==> src/hw/rtl/g2e_root_cell.sv <==
// One step of the bitwise integer square root (two radicand bits per cell).
// Depends on nothing.
module g2e_root_cell #(
	parameter int K      = 0,
	parameter int SIDE_W = 1
) (
	input  logic              clk,
	input  logic              arst_n,
	input  logic              en,
	input  logic              vld_i,
	input  logic [63:0]       rem_i,
	input  logic [63:0]       res_i,
	input  logic [SIDE_W-1:0] side_i,
	output logic              vld_o,
	output logic [63:0]       rem_o,
	output logic [63:0]       res_o,
	output logic [SIDE_W-1:0] side_o
);
	localparam logic [63:0] BIT = 64'd1 << (62 - 2 * K);

	logic [63:0] trial;

	assign trial = res_i + BIT;

	always_ff @(posedge clk or negedge arst_n) begin
		if (!arst_n)
			vld_o <= 1'b0;
		else if (en)
			vld_o <= vld_i;
	end

	always_ff @(posedge clk) begin
		if (en) begin
			side_o <= side_i;
			if (rem_i >= trial) begin
				rem_o <= rem_i - trial;
				res_o <= (res_i >> 1) + BIT;
			end else begin
				rem_o <= rem_i;
				res_o <= res_i >> 1;
			end
		end
	end

endmodule

==> config.mk <==
export PLATFORM = sky130hd
export DESIGN_NAME = g2e_root_cell
export DESIGN_NICKNAME = d
export VERILOG_FILES = /design/src/hw/rtl/g2e_root_cell.sv
export SDC_FILE = /design/constraint.sdc
export NUM_CORES = 1
export LEC_CHECK = 0
export BUFFER_PORTS_ARGS = -buffer_cell sky130_fd_sc_hd__buf_4
export CAP_MARGIN = 20
export CORE_MARGIN = 4
export CORE_UTILIZATION = 30
export CTS_CLUSTER_SIZE = 40
export DETAILED_ROUTE_END_ITERATION = 10
export SLEW_MARGIN = 20
export SYNTH_ARGS = -nofsm -noshare
export SYNTH_HDL_FRONTEND = slang
export SYNTH_SLANG_ARGS = --single-unit
==> constraint.sdc <==
create_clock -name clk -period 0.8 [get_ports clk]
set_input_delay 0.16 -clock clk [delete_from_list [all_inputs] [get_ports clk]]
set_output_delay 0.16 -clock clk [all_outputs]
set_load 0.02 [all_outputs]
[Word level (Yosys, flattened, before mapping)]
Cells that the tools add are included.
W data, S select, Z words.
Storage, ports and cells
  bits in registers: 130
  bits of input ports: 133
  word-level logic and storage cells: 11
Cells by class
  magnitude comparators: 1
  $add $sub $neg: 3
  multiplexer cells: 2
Operators with widths (count)
  $add A63 B63 Y64 const B: 1
  $add A64 B63 Y64 const B: 1
  $ge A64 B64 Y1: 1
  $mux W64: 1
  $sub A64 B64 Y64: 1
  $mux W63: 1

[Logic depth before layout (Yosys ltp)]
  depth in word-level cells: 3
  depth in mapped cells: 15

[Worst setup path after synthesis]
No wires, ideal clock.
  kind: input port to flip-flop
  from: input port rem_i[0]
  to: register rem_o[53] (data pin)
  buffers on the path: 2
  stages on the path: 13
  arrival time: 2743 ps
  setup time: 262 ps
  path slack: -2205 ps
  required time: 538 ps
  cells stage by stage: inv_1 -> ha_1 -> fa_1 -> nand2b_1 -> a21oi_1 -> o21ai_1 -> o21ba_1 -> a31oi_4 -> o211ai_1 -> a31oi_1 -> buf_4 -> buf_4 -> mux2_1
On the way
  longest elaborated chain between the ends: 2
  elaborated cells between the ends (all ways): 3
  those cells by class: add/sub (1); order compare (1); mux (1)
RTL lines
  start, declared: line 11  | input logic [63:0] rem_i,
  $sub A64 B64 Y64 or $ge A64 B64 Y1 (tied branches): line 36, 35
  $mux W64 *: line 35  | if (rem_i >= trial) begin
  end signal, assigned: line 36  | rem_o <= rem_i - trial;
  end signal, assigned: line 39  | rem_o <= rem_i;
  end, declared: line 15  | output logic [63:0] rem_o,
Mark *: on every way between the ends. The rest lies on a longest branch, timed or not.
A chain may end at the register's enable or synchronous reset.

[Final worst setup path]
  from: input port rem_i[0]
  to: register rem_o[17] (data pin)
The elaborated chain is that of the path after synthesis.

==> flow_summary.json <==
{
  "status": "complete, but fails checks",
  "violations": "setup timing",
  "whs_ps": 33.2,
  "clock_latency_ps": 420,
  "synth.largest_area_cell": "edfxtp_1",
  "clockBufferDepth": 2,
  "critPathMaxFanout": 9,
  "pwr-share-clk_pct": 27.1,
  "cpPeakStageDelay_ps": 340,
  "htree_num_levels": 4,
  "use_met3_pct": 3.93,
  "die-height_um": 183,
  "critPathCapture": "rem_o[17]$_DFFE_PP_",
  "port_buffers": 262,
  "netSwitchingFraction_pct": 31.4,
  "arrival_ps": 2720,
  "overflow": 0,
  "ant_nets": 0,
  "regToRegEndpoint": "vld_o$_DFFE_PN0P_",
  "grt_max_degree": 56,
  "detail_route.iter0.violations": 464,
  "synth_area_um2": 9140,
  "endpoint_kind": "flip-flop",
  "via_count": 9301,
  "use_met1_pct": 24.5,
  "crit_path_start": "rem_i[0]",
  "ir_drop_mv": 1.09,
  "r2r_slack_ps": 30,
  "place_ws_ps": -2340,
  "intPower_w": 0.0195,
  "regToRegStartpoint": "vld_o$_DFFE_PN0P_",
  "layout_setup_ws_ps": -1750,
  "drive_gt1_share_pct": 49.0,
  "cp.required_ps": 970,
  "cp.depth": 14,
  "power_switching_w": 0.00890,
  "clkSinkCount": 130,
  "firstDrtPassIters": 5,
  "yosysSeqAreaShare_pct": 42.6,
  "dieArea_um2": 33300,
  "cp_common_cell": "a31oi_4",
  "p_per_area_nw_per_um2": 1720,
  "synth_area_leaders": "edfxtp_1 (42%), ha_1 (8.8%), a21oi_1 (5.5%), mux2_1 (4.1%), xnor2_1 (3.7%)",
  "syn_area_per_cell_um2": 9.92,
  "rsz0062_at_grt": "true",
  "synth_top_flop_cell": "edfxtp_1",
  "synth_cells": 922,
  "grt_pass1_wl_um": 51200,
  "fp-row-count": 63,
  "ys_types": 68,
  "holdCritPathClass": "input pin to flip-flop",
  "syn_to_final_growth_pct": 80.3,
  "io_pins": 263,
  "cts_tree": "built",
  "vias_per_cell": 4.77,
  "gr-max-usage-layer": "met2",
  "diodes": 0,
  "yosys_warnings": 0,
  "p_seq_share_pct": 31.3,
  "clk_pin_slew_ps": 60,
  "finClkSkew_ps": 0,
  "root_buffer": "clkbuf_16",
  "yosysTopAreaCellShare_pct": 42.4,
  "post_drt_wl_per_cell_um": 16.8,
  "p_comb_share_pct": 41.6,
  "use_met2_pct": 33.2,
  "crit_slowest_cell": "fa_2",
  "reg2regPathDepth": 1,
  "ys_seq_elements": 130,
  "final_common_cell": "buf_4",
  "min_period_over_period_pct": 318,
  "cp-start-kind": "input pin",
  "synth_fp_nets": 1120,
  "setup_viol": 196,
  "path_buf_inv": 4,
  "synth_edf_count": 129,
  "path_class": "input pin to flip-flop",
  "cts_made_buffers": 17,
  "slew_violations": 0,
  "relSlewSlack_pct": 66.1,
  "nets": 1745,
  "finalCriticalPeriod_ps": 2550,
  "clock.fmax_ghz": 0.393,
  "antenna_found_initial": 2,
  "fp.coreArea_um2": 29900,
  "die_w_um": 183,
  "maxCapViolations": 0,
  "p_leak_nw": 7.49,
  "layout_common_cells": "buf_4 (424), buf_6 (138), edfxtp_1 (129)",
  "grt_use_total_pct": 19.0,
  "drt-total-wl_um": 32700,
  "place_hpwl_um": 25500,
  "tightest_slew_ps": 504,
  "grt_pass1_vias": 9755,
  "fillers": 2612,
  "finalWeightedCongestion": 0.889,
  "critical-path-top-delay-family": "compound AO/OA/AOI/OAI gates",
  "path_cells": "buf_8 -> inv_8 -> ha_4 -> fa_2 -> nand2b_4 -> a21oi_4 -> o21ai_4 -> o21ba_4 -> a31oi_4 -> o211ai_1 -> a31oi_4 -> buf_4 -> clkbuf_16 -> mux2_2",
  "hold_viol": 0,
  "start_util_pct": 30.6,
  "async_flop_share_pct": 0.769,
  "drcViolationCount": 0
}
-- layer usage --
| metal | vias up | routed length (µm) |
|---|---|---|
| li1 | 4629 | - |
| met1 | 4435 | 14300 |
| met2 | 215 | 16300 |
| met3 | 18 | 1830 |
| met4 | 4 | 269 |
| met5 | - | 27 |
-- how the worst min path moves through the flow --
stage / endpoint / cells after the start / slack (ps) / startpoint
after floorplan: vld_o$_DFFE_PN0P_ / 0 / -140 / arst_n
after global placement: vld_o$_DFFE_PN0P_ / 1 / -60 / arst_n
after detailed placement: vld_o$_DFFE_PN0P_ / 1 / -60 / arst_n
after CTS: res_o[61]$_DFFE_PP_ / 2 / 9 / res_i[62]
after global routing: res_o[61]$_DFFE_PP_ / 2 / 20 / res_i[62]
final: res_o[61]$_DFFE_PP_ / 2 / 30 / res_i[62]
-- final cells by class --
cell class              count  area [µm²]  area share (%)
well taps                 390         488            2.96
multi-input cells         669        5480            33.2
clock buffers              18         429            2.60
flip-flops and latches    130        3900            23.7
repair buffers            642        5710            34.6
inverters                  87         337            2.04
clock inverters            14         141           0.858
-- synth_stat cells, drive strengths merged (4+ instances only) --
| library cell | n |
|---|---|
| inv | 87 |
| a211oi | 6 |
| buf | 11 |
| a221oi | 4 |
| o21bai | 17 |
| a31o | 4 |
| nor2 | 61 |
| ha | 64 |
| mux2 | 52 |
| nand3 | 10 |
| a21boi | 6 |
| nor3 | 17 |
| xor2 | 17 |
| nand4 | 21 |
| a21o | 41 |
| a21oi | 101 |
| xnor2 | 39 |
| o2111ai | 5 |
| nor2b | 7 |
| nand2b | 6 |
| edfxtp | 129 |
| o21a | 4 |
| and3 | 4 |
| o21ai | 51 |
| and2 | 4 |
| o211ai | 8 |
| clkbuf | 25 |
| and4 | 6 |
| a31oi | 6 |
| nand2 | 69 |
-- timing repair --
item / 4_1_cts / 5_1_grt
setup buffers: 11 / 5
cloned: 2 / 1
gates resized for setup: 191 / 66
hold endpoints to repair: 63 / 0
endpoints found under the setup margin: 196 / 197
hold buffers: 63 / 0
pin swaps: 7 / 21
-- metrics by stage --
step                instance area, µm²  power (W)  util (%)  instances  TNS, ps
global route                     16500     0.0298      55.2       1950  -162910
global placement                 14000     0.0189      47.0       1837  -154380
detailed placement               14000     0.0190      47.0       1837  -157590
floorplan                         9430     0.0142         -        922  -123420
finish                           16500     0.0284      55.2       1950  -151490
CTS                              16200     0.0282      54.1       1945  -156000
-- logic make-up (layout without fill, tap and decap cells) --
logic type	Yosys count	count (layout)	share of synthesized area [%]
adders and majority gates	65	65	8.98
AOI/OAI and AO/OA	272	272	19.1
buffers and inverters	123	761	5.56
and+or+nand+nor	223	223	11.9
muxes	53	53	6.51
DFF	130	130	42.6
xor gates and xnor gates	56	56	5.36
-- power groups by stage --
| stage | clock, W | sequential, W | combinational [W] |
|---|---|---|---|
| final | 0.00770 | 0.00890 | 0.0118 |
| after global routing | 0.00822 | 0.00898 | 0.0126 |
| after CTS | 0.00787 | 0.00890 | 0.0115 |
| after detailed placement | 0 | 0.00887 | 0.0101 |
| after global placement | 0 | 0.00888 | 0.0100 |
| after floorplan | 0 | 0.00989 | 0.00426 |
-- flip-flops by register name, indices dropped and copies added, names as in the netlist --
| signal | count |
|---|---|
| side_o | 1 |
| res_o | 64 |
| vld_o | 1 |
| rem_o | 64 |
No activity file was read; power rests on OpenSTA's default activity.
