**src/hw/rtl/g2e_pkg.sv**
```systemverilog
// Shared types and constants for the geodetic to ENU frame transform.
// Used by the top level, g2e_cordic_cell and g2e_div_cell; no dependencies.
package g2e_pkg;

	localparam int TRIG_STAGES_DEF = 32;
	localparam int ROOT_STEPS      = 32;
	localparam int DIV_BITS        = 35;
	localparam int IN_W            = 96;
	localparam int OUT_W           = 400;
	localparam int AX_W            = 32;
	localparam int POS_W           = 37;

	localparam logic [2:0] ADDR_MODE = 3'd0;

	localparam logic signed [63:0] Q22_HALF_TURN    = 64'sd754974720;
	localparam logic signed [63:0] Q22_FULL_TURN    = 64'sd1509949440;
	localparam logic signed [63:0] Q22_QUARTER_TURN = 64'sd377487360;
	localparam logic signed [63:0] Q22_SIXTY_DEG    = 64'sd251658240;
	localparam logic signed [63:0] PI_OVER_4_Q60    = 64'sd905502432259640355;
	localparam logic signed [63:0] DEG_TO_RAD_Q62   = 64'sd80489105089745809;
	localparam logic signed [63:0] CORDIC_START_Q60 = 64'sd700114967507363238;
	localparam logic signed [63:0] ONE_Q62          = 64'sd4611686018427387904;
	localparam logic signed [63:0] E2_Q62           = 64'sd30872378602574781;
	localparam logic signed [63:0] DENOM_FLOOR_Q62  = 64'sd4611686;
	localparam logic signed [63:0] WGS84_A_MM       = 64'sd6378137000;
	localparam logic signed [63:0] SPHERE_R_MM      = 64'sd6371000000;
	localparam logic signed [63:0] AXIS_LIMIT       = 64'sd1073741824;
	localparam logic signed [63:0] POS_MAX          = 64'sd68719476735;
	localparam logic signed [63:0] POS_MIN          = -64'sd68719476736;

	// a << 31 as the fixed dividend of the normal-radius divide
	localparam logic [63:0] DIV_NUM  = 64'd6378137000 << 31;
	localparam logic [31:0] DIV_REM0 = 32'(DIV_NUM >> DIV_BITS);

	typedef struct packed {
		logic signed [31:0] alt;
		logic               far;
		logic               flip_lon;
		logic               flip_lat;
		logic signed [63:0] slon;
		logic signed [63:0] clon;
		logic signed [63:0] slat;
		logic signed [63:0] clat;
		logic [7:0][31:0]   ax;
		logic signed [63:0] sq;
		logic signed [63:0] t1;
		logic signed [63:0] t2;
		logic signed [63:0] fac;
		logic signed [63:0] denom;
		logic signed [63:0] nser;
		logic signed [63:0] nroot;
		logic signed [63:0] pxy;
		logic signed [63:0] pz;
		logic signed [63:0] t;
	} rec_t;

endpackage

```
**src/hw/rtl/g2e_div_cell.sv**
```systemverilog
// One restoring-division step of (a << 31) / root, one quotient bit per cell.
// Depends on g2e_pkg.
module g2e_div_cell #(
	parameter int K      = 0,
	parameter int SIDE_W = 1
) (
	input  logic                          clk,
	input  logic                          arst_n,
	input  logic                          en,
	input  logic                          vld_i,
	input  logic [31:0]                   rem_i,
	input  logic [31:0]                   d_i,
	input  logic [g2e_pkg::DIV_BITS-1:0]  q_i,
	input  logic [SIDE_W-1:0]             side_i,
	output logic                          vld_o,
	output logic [31:0]                   rem_o,
	output logic [31:0]                   d_o,
	output logic [g2e_pkg::DIV_BITS-1:0]  q_o,
	output logic [SIDE_W-1:0]             side_o
);
	localparam logic NB = g2e_pkg::DIV_NUM[g2e_pkg::DIV_BITS-1-K];

	logic [32:0] shr;
	logic        ge;

	assign shr = {rem_i, NB};
	assign ge  = shr >= {1'b0, d_i};

	always_ff @(posedge clk or negedge arst_n) begin
		if (!arst_n)
			vld_o <= 1'b0;
		else if (en)
			vld_o <= vld_i;
	end

	always_ff @(posedge clk) begin
		if (en) begin
			side_o <= side_i;
			d_o    <= d_i;
			q_o    <= {q_i[g2e_pkg::DIV_BITS-2:0], ge};
			rem_o  <= ge ? 32'(shr - {1'b0, d_i}) : shr[31:0];
		end
	end

endmodule

```
**config.mk**
```make
export PLATFORM = sky130hd
export DESIGN_NAME = g2e_div_cell
export DESIGN_NICKNAME = d
export VERILOG_FILES = /design/src/hw/rtl/g2e_pkg.sv /design/src/hw/rtl/g2e_div_cell.sv
export SDC_FILE = /design/constraint.sdc
export NUM_CORES = 1
export LEC_CHECK = 0
export BUFFER_PORTS_ARGS = -buffer_cell sky130_fd_sc_hd__buf_2
export CAP_MARGIN = 10
export CORE_UTILIZATION = 30
export DETAILED_ROUTE_END_ITERATION = 12
export PLACE_DENSITY = 0.66
export SYNTH_ARGS = -nofsm -noshare
export SYNTH_HDL_FRONTEND = slang
export SYNTH_SLANG_ARGS = --single-unit
```
**constraint.sdc**
```tcl
create_clock -name clk -period 0.8 [get_ports clk]
set_input_delay 0.16 -clock clk [delete_from_list [all_inputs] [get_ports clk]]
set_output_delay 0.16 -clock clk [all_outputs]
set_load 0.01 [all_outputs]
```
# ---- After elaboration in Yosys (flattened, before gate mapping)
# Cells that the tools add are included.
dict set report totals {
  ff_bits 101
  latchBits 0
  ramBits 0
  rom_bits 0
  in_bits 104
  output_inout_bits 101
  mem_count 0
}
dict set report op_classes {
  addsub 1
  multipliers 0
  div 0
  order_cmp 1
  n_eq_ne 0
  shifts 0
  mux 1
  bitwise_logic 0
  n_reduce_logical 0
}
# cell count
set ops {}
lappend ops {{33-bit by 32-bit greater-or-equal comparator with 1-bit output} 1}
lappend ops {{32-bit 2-to-1 mux} 1}
lappend ops {{32-bit subtractor} 1}

# ---- Longest topological paths before layout
dict set report logic_depth {
  word_depth 2
  mapped_depth 13
  depth_no_buf 11
}

# ---- Worst setup path before layout
# Ideal clock, no wire load.
dict set report synth_timing {
  path_kind {in2reg}
  from {in rem_i[0]}
  to {reg rem_o[27], data pin}
  setup_ns 0.263
  arrival_time_ns 2.338
  path_slack_ns -1.801
  path_stages 12
  path_buffers 1
  cell_sequence {inv_1 -> ha_1 -> fa_1 -> nand2b_1 -> a21o_1 -> a211oi_1 -> o41ai_2 -> a21oi_2 -> a31oi_4 -> buf_6 -> nor4bb_1 -> nor3_2}
}
dict set report synth_via {
  elab_chain_cells 2
  elab_cells_between_ends 3
  classes_between {add/sub: 1; order compare: 1; mux: 1}
}
# element line
set synth_lines {}
lappend synth_lines {{from (decl)} g2e_div_cell.sv:11} ;# input logic [31:0] rem_i,
lappend synth_lines {{32-bit subtractor / 33-bit by 32-bit greater-or-equal comparator with 1-bit output (equally long branches)} {g2e_div_cell.sv:41, g2e_div_cell.sv:27}}
lappend synth_lines {{32-bit 2-to-1 mux (*)} g2e_div_cell.sv:41} ;# rem_o <= ge ? 32'(shr - {1'b0, d_i}) : shr[31:0];
lappend synth_lines {{to (signal assigned)} g2e_div_cell.sv:41}
lappend synth_lines {{to (decl)} g2e_div_cell.sv:16} ;# output logic [31:0] rem_o,
# Mark *: on every way between the ends. The rest lies on a longest branch, timed or not.
# A chain may end at the register's enable or synchronous reset.

# ---- Worst setup path after layout
dict set report layout_timing {
  from {in rem_i[0]}
  to {reg rem_o[31], data pin}
}
# Same word-level chain as after synthesis.

==> results.md <==
* Min Tclk post-route at 2.245 ns
* Post-DP HPWL at 11230 µm
* Max transition margin at 73.50%
* Met3 Resource Use GR at 3.577%
* Die width at 133.4 µm
* Worst Setup Start Kind: input pin
* Most Used Layer, Global Route: met2
* Period utilisation layout at 280.6%
* Comb power frac at 27.5%
* Slowest-stage cell, CP: fa_2
* Die height at 133.4 µm
* IO Count at 205
* Antenna violations before repair at 0
* Final worst slack at -1.445 ns
* Power per cell area at 1827 nW/µm²
* Wirelength per Cell at 14.31 µm
* Vias in the first global route at 4661
* CTS max path bufs at 2
* First-pass GRT wire length at 23060 µm
* Fin nets at 947
* Initial Util at 31.00%
* CP Max Fanout at 7
* Area leader, netlist: edfxtp_1
* Diode count at 0
* Power Total at 15.54 mW
* Reg2Reg Depth at 1
* Core area at 16700 µm²
* Final Non-Filler Cells at 1036
* Total congestion overflow at 0
* Worst EP required at 0.90 ns
* Hold EP: d_o[13]
* Worst path arrival time at 2.35 ns
* Synth Register Bits at 101
* Finish-stage setup viols at 134
* Synth top area cells: edfxtp_1 (58%), ha_1 (7.5%), nand2_1 (3.8%)
* Number of distinct library cells after synthesis at 57
* Peak Freq at 445.5 MHz
* Worst-Margin Slew at 0.3931 ns
* Post-layout util at 50.94%
* Leak Pwr at 3.842 nW
* Most frequent cells after synthesis: edfxtp_1 (100), nand2_1 (53), inv_1 (39)
* DR pass1 iterations at 5
* Clock latency on the worst-skew pair at 0.35 ns
* Int Pwr at 11.31 mW
* Worst VDD drop at 0.001036 V
* Reg clk slew, reported paths at 0.07 ns
* CP endpoint kind: flop
* Status: finished with violations
* Post-synthesis sequential area ratio at 58.48%
* Share of cells above drive strength 1 at 46.08%
* Via count at 4649
* Die area at 17790 µm²
* Drt first-iter violations at 258
* Footprint of the multi-input gates at 2161 µm²
* Worst Min Path Start: d_i[13]
* GR Util met2 at 29.51%
* Worst R2R Start: vld_o
* Pin count of the biggest net entering global routing at 56
* Max_cap viols at 0
* Synth Net Count at 571
* Cells after Synth at 435
* Most common cell in the synthesized netlist: edfxtp_1
* CTS tree: built
* Final Wtd Congestion at 0.8276
* Unrepaired setup endpoints after global routing: yes
* Worst hold path stage count at 1
* GR Util met1 at 19.79%
* Clock power share at 30.0%
* Kind of critical path: input pin to flop
* Top cell family by delay on the critical path: compound AO/OA/AOI/OAI gates
* Mapped Avg Cell Area at 11.90 µm²
* Failing checks: setup timing
* Reg area at 3028 µm²
* Post-synth top flop: edfxtp_1
* Gr usage total at 16.72%
* Routed Antenna Nets at 0
* Filler instances at 1507
* Drt total wl at 14830 µm
* Reg2reg end: vld_o
* Final Max Slew Viols at 0
* Clock Skew at 0 ns
* Inst Count DP at 956
* Area grow syn2layout at 64.33%
* FP Rows at 47
* Final hold violation count at 0
* Crit path largest cell delay at 0.37 ns
* Sw frac at 27.23%
* Async SR Flop Fraction at 0.9901%
* Synth warn at 0
* Num CTS Buffers at 9
* DRC errors left at 0
* H-tree Lvls at 3
* Sequential Power Share at 42.5%
* Reg2reg setup slack at 0.05 ns
* Worst Path Buf+Inv at 3
* Hold Crit Class: input pin to flop
* Net Switching at 4.233 mW
* Clock Tree Root: clkbuf_16
* # clock sinks at 101
* Pre-CTS setup slack at -1.939 ns
* Netlist Area Pre-Place at 5177 µm²
* Synth top area share at 58.00%
* EDFF count, synth at 100
* Critical Path, Cell by Cell: buf_12 > inv_12 > ha_4 > fa_2 > nand2b_4 > a21o_1 > a211oi_2 > o41ai_2 > a21oi_2 > a31oi_4 > buf_6 > o21bai_4 > o22a_1
* Avg Vias per Cell at 4.487
* Port-buffer cells at 203
## cell type report
cell class / instances / area share, %
clock buffers: 11 / 2.971
clock inverters: 5 / 0.7647
inverters: 40 / 1.941
multi-input cells: 284 / 25.40
flip-flops and latches: 101 / 35.59
well taps: 220 / 3.235
repair buffers: 375 / 30.10
## cell usage in the layout (no fill, tap or decap), types with 6 or more instances in the layout
master / n
buf_2: 199
buf_4: 106
edfxtp_1: 100
dlygate4sd3_1: 57
nand2_1: 52
inv_1: 37
o21ai_1: 29
a21oi_1: 26
ha_1: 21
xnor2_1: 15
nor2_1: 14
a21o_1: 12
xor2_1: 11
nand3_1: 10
ha_4: 10
a21oi_2: 9
clkbuf_16: 9
buf_6: 7
o21ai_0: 6
buf_12: 6
## flip-flops by register name (all words and copies together) (netlist names)
register / flops
vld_o: 1
side_o: 1
rem_o: 32
q_o: 35
d_o: 32
## per-stage QoR
stage | setup TNS (ns) | instance area, µm² | hold slack, ns
after floorplan | -49.66 | 5273 | -0.1356
after global placement | -67.31 | 7367 | -0.06417
after detailed placement | -70.77 | 7367 | -0.06226
after CTS | -68.76 | 8362 | 0.003259
after global routing | -71.52 | 8508 | 0.007390
final | -65.08 | 8508 | 0.01119
## power groups by stage
stage	sequential [mW]	combinational [mW]	clock, mW
5_1_grt	6.66	4.69	4.93
6_report	6.61	4.27	4.67
2_1_floorplan	7.05	1.57	0
3_5_place_dp	6.72	3.83	0
4_1_cts	6.61	4.15	4.81
3_3_place_gp	6.72	3.80	0
## worst max-delay path by stage
stage | from | to | slack (ns) | cells past startpoint
5_1_grt | d_i[6] | rem_o[31] | -1.54 | 11
2_1_floorplan | rem_i[0] | rem_o[27] | -1.61 | 12
6_report | rem_i[0] | rem_o[31] | -1.44 | 13
4_1_cts | rem_i[0] | rem_o[27] | -1.45 | 13
3_3_place_gp | rem_i[0] | rem_o[27] | -1.85 | 12
3_5_place_dp | rem_i[0] | rem_o[27] | -1.94 | 13
## logic make-up after synthesis
family / share of synthesized area, %
buffers and inverters: 4.302
AND/OR/NAND/NOR: 9.377
AO/OA/AOI/OAI: 14.91
flip-flops: 58.48
XOR/XNOR: 4.398
multiplexers: 0.6524
adder cells (fa/ha/maj): 7.878
## layer usage
layer  wire [µm]  part of all wire (%)
met2        7299                    49
met5           0                     0
met4         313                   2.1
met3         889                   6.0
met1        6325                    43
## timing repair
| item | 4_1_cts | 5_1_grt |
|---|---|---|
| resized for setup | 18 | 22 |
| hold buffers | 57 | 0 |
| pin swaps | 6 | 1 |
| endpoints found under the hold margin | 57 | 0 |
| setup buffers | 3 | 4 |
| gates cloned | 0 | 0 |
| endpoints found under the setup margin | 134 | 134 |
Note: power is estimated with default switching activity, not from simulation.
