`src/hw/rtl/g2e_pkg.sv`:
```
// Shared types and constants for the geodetic to ENU frame transform.
// Used by the top level, g2e_cordic_cell and g2e_div_cell; no dependencies.
package g2e_pkg;

	localparam int TRIG_STAGES_DEF = 32;
	localparam int ROOT_STEPS      = 32;
	localparam int DIV_BITS        = 35;
	localparam int IN_W            = 96;
	localparam int OUT_W           = 400;
	localparam int AX_W            = 32;
	localparam int POS_W           = 37;

	localparam logic [2:0] ADDR_MODE = 3'd0;

	localparam logic signed [63:0] Q22_HALF_TURN    = 64'sd754974720;
	localparam logic signed [63:0] Q22_FULL_TURN    = 64'sd1509949440;
	localparam logic signed [63:0] Q22_QUARTER_TURN = 64'sd377487360;
	localparam logic signed [63:0] Q22_SIXTY_DEG    = 64'sd251658240;
	localparam logic signed [63:0] PI_OVER_4_Q60    = 64'sd905502432259640355;
	localparam logic signed [63:0] DEG_TO_RAD_Q62   = 64'sd80489105089745809;
	localparam logic signed [63:0] CORDIC_START_Q60 = 64'sd700114967507363238;
	localparam logic signed [63:0] ONE_Q62          = 64'sd4611686018427387904;
	localparam logic signed [63:0] E2_Q62           = 64'sd30872378602574781;
	localparam logic signed [63:0] DENOM_FLOOR_Q62  = 64'sd4611686;
	localparam logic signed [63:0] WGS84_A_MM       = 64'sd6378137000;
	localparam logic signed [63:0] SPHERE_R_MM      = 64'sd6371000000;
	localparam logic signed [63:0] AXIS_LIMIT       = 64'sd1073741824;
	localparam logic signed [63:0] POS_MAX          = 64'sd68719476735;
	localparam logic signed [63:0] POS_MIN          = -64'sd68719476736;

	// a << 31 as the fixed dividend of the normal-radius divide
	localparam logic [63:0] DIV_NUM  = 64'd6378137000 << 31;
	localparam logic [31:0] DIV_REM0 = 32'(DIV_NUM >> DIV_BITS);

	typedef struct packed {
		logic signed [31:0] alt;
		logic               far;
		logic               flip_lon;
		logic               flip_lat;
		logic signed [63:0] slon;
		logic signed [63:0] clon;
		logic signed [63:0] slat;
		logic signed [63:0] clat;
		logic [7:0][31:0]   ax;
		logic signed [63:0] sq;
		logic signed [63:0] t1;
		logic signed [63:0] t2;
		logic signed [63:0] fac;
		logic signed [63:0] denom;
		logic signed [63:0] nser;
		logic signed [63:0] nroot;
		logic signed [63:0] pxy;
		logic signed [63:0] pz;
		logic signed [63:0] t;
	} rec_t;

endpackage

```
`src/hw/rtl/g2e_cordic_cell.sv`:
```
// One rotation-mode CORDIC stage in Q60, atan constant built at elaboration.
// Depends on g2e_pkg.
module g2e_cordic_cell #(
	parameter int IDX    = 0,
	parameter int SIDE_W = 1
) (
	input  logic                     clk,
	input  logic                     arst_n,
	input  logic                     en,
	input  logic                     vld_i,
	input  logic signed [63:0]       x_i,
	input  logic signed [63:0]       y_i,
	input  logic signed [63:0]       z_i,
	input  logic [SIDE_W-1:0]        side_i,
	output logic                     vld_o,
	output logic signed [63:0]       x_o,
	output logic signed [63:0]       y_o,
	output logic signed [63:0]       z_o,
	output logic [SIDE_W-1:0]        side_o
);
	function automatic logic [63:0] pow2_div(input int e, input int n);
		logic [63:0] num;
		logic [63:0] q;
		logic [63:0] r;
		num = 64'd1 << e;
		q = '0;
		r = '0;
		for (int bi = 63; bi >= 0; bi--) begin
			r = {r[62:0], num[bi]};
			if (r >= 64'(n)) begin
				r = r - 64'(n);
				q[bi] = 1'b1;
			end
		end
		return q;
	endfunction

	function automatic logic signed [63:0] atan_q60(input int i);
		logic signed [63:0] acc;
		acc = '0;
		if (i == 0)
			return g2e_pkg::PI_OVER_4_Q60;
		for (int k = 0; k < 31; k++) begin
			if (i * (2 * k + 1) <= 60) begin
				if (k % 2 == 1)
					acc = acc - $signed(pow2_div(60 - i * (2 * k + 1), 2 * k + 1));
				else
					acc = acc + $signed(pow2_div(60 - i * (2 * k + 1), 2 * k + 1));
			end
		end
		return acc;
	endfunction

	localparam logic signed [63:0] ATAN = atan_q60(IDX);

	logic signed [63:0] xs;
	logic signed [63:0] ys;

	assign xs = x_i >>> IDX;
	assign ys = y_i >>> IDX;

	always_ff @(posedge clk or negedge arst_n) begin
		if (!arst_n)
			vld_o <= 1'b0;
		else if (en)
			vld_o <= vld_i;
	end

	always_ff @(posedge clk) begin
		if (en) begin
			side_o <= side_i;
			if (z_i >= 0) begin
				x_o <= x_i - ys;
				y_o <= y_i + xs;
				z_o <= z_i - ATAN;
			end else begin
				x_o <= x_i + ys;
				y_o <= y_i - xs;
				z_o <= z_i + ATAN;
			end
		end
	end

endmodule

```
`config.mk`:
```
export PLATFORM = sky130hd
export DESIGN_NAME = g2e_cordic_cell
export DESIGN_NICKNAME = d
export VERILOG_FILES = /design/src/hw/rtl/g2e_pkg.sv /design/src/hw/rtl/g2e_cordic_cell.sv
export SDC_FILE = /design/constraint.sdc
export NUM_CORES = 1
export LEC_CHECK = 0
export BUFFER_PORTS_ARGS = -buffer_cell sky130_fd_sc_hd__buf_4
export CAP_MARGIN = 20
export CORE_AREA = 3 3 246 248
export CTS_BUF_LIST = sky130_fd_sc_hd__clkbuf_4 sky130_fd_sc_hd__clkbuf_8
export DETAILED_ROUTE_END_ITERATION = 10
export DIE_AREA = 0 0 249 251
export HOLD_SLACK_MARGIN = 0.05
export SYNTH_ARGS = -nofsm -noshare
export SYNTH_HDL_FRONTEND = slang
export SYNTH_SLANG_ARGS = --single-unit
```
`constraint.sdc`:
```
create_clock -name clk -period 0.8 [get_ports clk]
set_input_delay 0.08 -clock clk [delete_from_list [all_inputs] [get_ports clk]]
set_output_delay 0.08 -clock clk [all_outputs]
set_load 0.02 [all_outputs]
```
-- Word-level counts from Yosys, hierarchy flattened
Cells that the tools add are included.
- bits in registers: 194
- latch bits: 0
- RAM bits: 0
- memory bits (read-only): 0
- input port bits: 197
- output and inout bits: 194
- logic and storage cells: 14
- memories kept: 0
- $add $sub $neg: 5
- $mul: 0
- div/mod/pow operators: 0
- magnitude comparators: 1
- equal/unequal tests: 0
- shifts and indexed selects: 0
- muxes and demuxes: 3
- bitwise logic cells: 0
- reduce and logical (&&, ||, !) cells: 0
- operators with widths (cell ; number):
    $mux 64 ; 3
    $sub 64x64->64 ; 2
    $add 64x61->64 const B ; 1
    $add 64x64->64 ; 1
    $ge 64x1->1 const B ; 1
    $sub 64x61->64 const B ; 1

-- Logic depth before layout (Yosys ltp)
- depth in word-level cells: 2
- mapped depth: 17
- depth with buffers taken out: 13

-- Worst setup path before layout
OpenSTA, ideal clock, no wires.
- kind: input -> register
- from: in z_i[63]
- to: reg z_o[63], data pin
- data arrival time: 4.547 ns
- path slack: -3.927 ns
- cell stages on the path: 16
- path through: clkbuf_1 inv_1 clkbuf_1 buf_1 clkbuf_1 ha_1 o21ai_0 o21bai_1 a31oi_1 o31ai_1 a21oi_2 o41ai_2 a211o_1 a311o_1 and3_1 a221oi_1
- word-level cells in the longest chain between the ends: 2
- elaborated cells between the ends (all ways): 4
- those cells by class: add/sub (2); order compare (1); mux (1)
- ends and longest elaborated chain (element ; RTL line ; RTL):
    start, declared ; g2e_cordic_cell.sv:13 ; input logic signed [63:0] z_i,
    $add 64x61->64 (tied with other cells) ; g2e_cordic_cell.sv:79 ; z_o <= z_i + ATAN;
    $mux 64 * ; g2e_cordic_cell.sv:72 ; if (z_i >= 0) begin
    end signal, assigned ; g2e_cordic_cell.sv:75 ; z_o <= z_i - ATAN;
    end signal, assigned ; g2e_cordic_cell.sv:79 ;
    end, declared ; g2e_cordic_cell.sv:18 ; output logic signed [63:0] z_o,
Mark *: on every way between the ends. The rest lies on a longest branch, timed or not.
A chain may end at the register's enable or synchronous reset.

-- Final worst setup path
- from: in y_i[20]
- to: reg x_o[55], data pin
- word-level cells in the longest chain between the ends: 2
- elaborated cells between the ends (all ways): 3
- those cells by class: add/sub (2); mux (1)
- ends and longest elaborated chain (element ; RTL line ; RTL):
    start, declared ; g2e_cordic_cell.sv:12 ; input logic signed [63:0] y_i,
    $add 64x64->64 or $sub 64x64->64 (tied branches) ; g2e_cordic_cell.sv:77, g2e_cordic_cell.sv:73 ;
    $mux 64 * ; g2e_cordic_cell.sv:72 ;
    end signal, assigned ; g2e_cordic_cell.sv:73 ; x_o <= x_i - ys;
    end signal, assigned ; g2e_cordic_cell.sv:77 ; x_o <= x_i + ys;
    end, declared ; g2e_cordic_cell.sv:16 ; output logic signed [63:0] x_o,
Marked as above.

==> reports/results.txt <==
The startpoint identified for the worst register-to-register timing path is vld_o$_DFFE_PN0P_. The run gives 0.268 as the register area share after synthesis. The Yosys step of the flow raised 0 warnings. The first TritonRoute pass finished after 6 iterations. Together, buffers and inverters on the worst path number 2. The via count of the first global-routing pass was 28.2k; the quantity of I/O buffers inserted on ports was 390.

The ratio of cells with drive above 1 in the final layout is 0.556. From left edge to right edge, the die measures 249 um. Based on the critical path, the design can be clocked at up to 385 MHz. The die covers 62500 um^2. STA classifies the critical path startpoint as an input port. The tool flagged a number of max-cap violations equal to 0. TritonCTS built the clock tree.

The tools report the number of antenna violations at the first check in global routing as 4. The tools report the maximum count of clock buffers along a single path as 2. The run finished, with violations left. For the setup slack of the critical path after layout, the log shows -1.79 ns. The setup-violating endpoint count in the final report was 417.

The worst min-delay path startpoint was z_i[62]. The first global-routing pass estimated 165000 um of wire. The tree is rooted in a sky130_fd_sc_hd__clkbuf_8.

Clock skew on the completed layout was measured at 0 ns. For this run, the leading register cell type out of synthesis is sky130_fd_sc_hd__edfxtp_1. The finished layout holds 5022 standard cells, fillers aside.

Synthesis produced a netlist with a net count of 3106. After the last flow step, the layout net total stands at 4687. The latest clock arrival within the worst-skew pair is 0.59 ns.

The most numerous cell type found on the critical path is sky130_fd_sc_hd__or4_4. The run gives 0.338 as the overall track demand over capacity in global routing. The number of placed instances, taps included, is 4800. Compared with the post-synthesis result, the final layout area differs by 94.3%.

Effective utilization at floorplan: 0.368. The critical path in this run is classified as input port to flop. The run gives 391 as the number of placed I/O pins. The synthesized netlist contains 84 unique library cells. The H-tree depth is 4.

Data on the critical path is required at its endpoint by 1.17 ns. In the synthesized netlist, the number of instances is 2653. The final cycle utilization of the critical path was 3.24; the clock period minus final worst setup slack was 2.59 ns. For the maximum VDD drop, the log shows 0.00142 V. The worst max-slew margin expressed relative to the limit was 0.411; the number of remaining DRC errors was 0. The total overflow left after global routing is 0.

The number of max-slew violations in the final report was 0. For this design, the slowest cell found on the critical path is sky130_fd_sc_hd__or4_4. In this run the worst hold path is classified as input port to flop.

The tools report the number of hold-slack violations in the final timing report as 13. The top cell types in the final layout, fill and taps aside, are 1258 x sky130_fd_sc_hd__buf_4, 351 x sky130_fd_sc_hd__buf_6, 227 x sky130_fd_sc_hd__a21oi_1. The first routing iteration left 2095 violations. At the pin with the least slew margin, the transition time is 0.883 ns. From bottom edge to top edge, the die measures 251 um. The kind of cell adding the most delay to the critical path was simple AND/OR/NAND/NOR gates. The average via count per standard cell was 5.58.

The critical path goes through buf_4 > ha_4 > or4_4 > or4_4 > or3_4 > a211oi_4 > buf_6 > nor2_4 > o211ai_4 > a211oi_2 > mux2i_1 > xnor2_1. For the core region area, the log shows 58700 um^2. Counting every sink on the clock net gives 193.

The congestion estimate from routability-driven global placement came to 1.00. The smallest hold slack was -0.0960 ns; the placed instance area was 34500 um^2. For this design the static power due to leakage is 18.8 nW.

Worst stage delay on the critical path: 0.56 ns. The data arrival time of the critical path is 2.96 ns. The tools report the critical path capture point type as a flop. In this run, CTS created clock tree buffers numbering 17.

Share of synthesized flip-flops with an asynchronous set or reset: 0.00518. For this block, the via count after detailed routing is 28.0k. The power density normalized to cell area works out to 1380 nW/um^2. Dividing the synthesized area by the synthesized cell count gives 8.13 um^2. The mean routed wirelength per cell is 22.3 um. Leaving out fill and tap cells, the most frequent cell in the layout is sky130_fd_sc_hd__buf_4.

After routing the design area is 41900 um^2. In this run the remaining antenna-violating nets after routing total 0. The cts-stage hold buffer count came out at 7. Wires add up to 112000 um.

The highest fanout seen on the critical path came out at 3. The floorplan has 89 rows. Setup repair after global routing could not meet its margin everywhere. Pin count of the biggest net entering global routing: 50.

After clock tree synthesis, the clock-pin slew on the worst setup and hold paths is 0.12 ns. The most critical setup path has its startpoint at y_i[20]. Detailed placement finished with a half-perimeter wire length of 86000 um. In this run, synthesis produced a sequential element count of 193.

The number of flops mapped to enable cells by yosys came out at 192. For the post-synthesis instance area, the log shows 21600 um^2. The checks that failed: negative hold slack, negative setup slack.
==> cell usage after synthesis (all sizes together) (6+ instances only) <==
library cell / instances / area share
nand3: 54 / 0.013
o221ai: 7 / 0.0028
a21oi: 354 / 0.082
o31a: 11 / 0.0045
a2111oi: 6 / 0.0024
clkbuf: 80 / 0.014
a21boi: 16 / 0.0056
o21ai: 209 / 0.048
o22ai: 8 / 0.0023
nor3: 55 / 0.013
xnor2: 143 / 0.058
o21bai: 72 / 0.025
o21a: 24 / 0.0084
a211oi: 28 / 0.010
or2: 11 / 0.0032
nor2b: 27 / 0.0078
ha: 252 / 0.15
nand2: 181 / 0.031
and3: 18 / 0.0052
o2111ai: 6 / 0.0024
inv: 210 / 0.037
and4: 6 / 0.0024
or3: 13 / 0.0038
a31oi: 33 / 0.0096
a211o: 6 / 0.0024
nor4: 33 / 0.0096
buf: 31 / 0.0063
o2111a: 6 / 0.0031
nor2: 191 / 0.033
and2: 12 / 0.0035
nand4: 42 / 0.012
o311ai: 8 / 0.0032
mux2i: 27 / 0.013
nand2b: 21 / 0.0061
edfxtp: 192 / 0.27
a221oi: 10 / 0.0041
o31ai: 37 / 0.013
o211ai: 28 / 0.010
xor2: 36 / 0.015
a21o: 75 / 0.026
==> power breakdown <==
part | leakage [nW] | internal, W | switching (W)
Sequential | 1.89 | 0.0135 | 0.00104
Clock | 0.187 | 0.00259 | 0.00441
Combinational | 16.7 | 0.0180 | 0.0183
==> per-stage QoR <==
stage          TNS (ns)  utilization  worst slack (ns)  hold slack (ns)  total power, W
3_3_place_gp    -390.35        0.588             -2.56           -0.145          0.0424
4_1_cts         -325.25        0.677             -1.78           -0.142          0.0551
6_report        -338.34        0.714             -1.79          -0.0960          0.0578
2_1_floorplan   -282.33            -             -2.38           -0.216          0.0277
3_5_place_dp    -395.19        0.588             -2.57           -0.142          0.0426
5_1_grt         -354.06        0.714             -1.87           -0.115          0.0603
==> routing by layer <==
| layer | share of wire | vias to the layer above | GRT usage |
|---|---|---|---|
| li1 | - | 12911 | - |
| met2 | 0.49 | 1243 | 0.591 |
| met4 | 0.042 | 2 | 0.124 |
| met3 | 0.066 | 292 | 0.0546 |
| met5 | 0.00012 | - | 0 |
| met1 | 0.40 | 13558 | 0.419 |
==> timing repair <==
action | CTS | global route
hold endpoints to repair | 86 | 23
endpoints found under the setup margin | 381 | 415
setup buffers | 126 | 94
pin swaps | 265 | 256
gates cloned | 9 | 1
gates resized for setup | 856 | 339
==> registers in the layout, indices dropped and copies added (netlist names) <==
name / flops
side_o: 1
vld_o: 1
x_o: 64
y_o: 63
z_o: 64
==> cells by family after synthesis <==
logic type / synth area share
AND/OR/NAND/NOR: 0.151
multiplexers: 0.0136
flip-flops: 0.268
AO/OA/AOI/OAI: 0.287
buffers and inverters: 0.0571
adder cells (fa/ha/maj): 0.150
XOR/XNOR: 0.0727
==> final cells by class <==
| cell class | count | area [um^2] |
|---|---|---|
| timing repair inverter | 1 | 16.3 |
| inverter | 212 | 893 |
| sequential | 193 | 5790 |
| multi-input combinational | 2137 | 19300 |
| timing repair buffer | 1672 | 14600 |
| clock buffer | 18 | 241 |
| clock inverter | 13 | 144 |
| fill | 4451 | 16800 |
| antenna | 3 | 7.51 |
| tap | 773 | 967 |
==> path summary, 6_finish.rpt <==
kind | to | slack, ns | cells after the start
max | x_o[55]$_DFFE_PP_ | -1.79 | 12
min | z_o[63]$_DFFE_PP_ | -0.1 | 3
max reg2reg | vld_o$_DFFE_PN0P_ | 0.04 | 1
min reg2reg | vld_o$_DFFE_PN0P_ | 0.55 | 1
max in group asynchronous | vld_o$_DFFE_PN0P_ | 0.37 | 3
min in group asynchronous | vld_o$_DFFE_PN0P_ | 0.32 | 3
(Power assumes the default switching activity.)
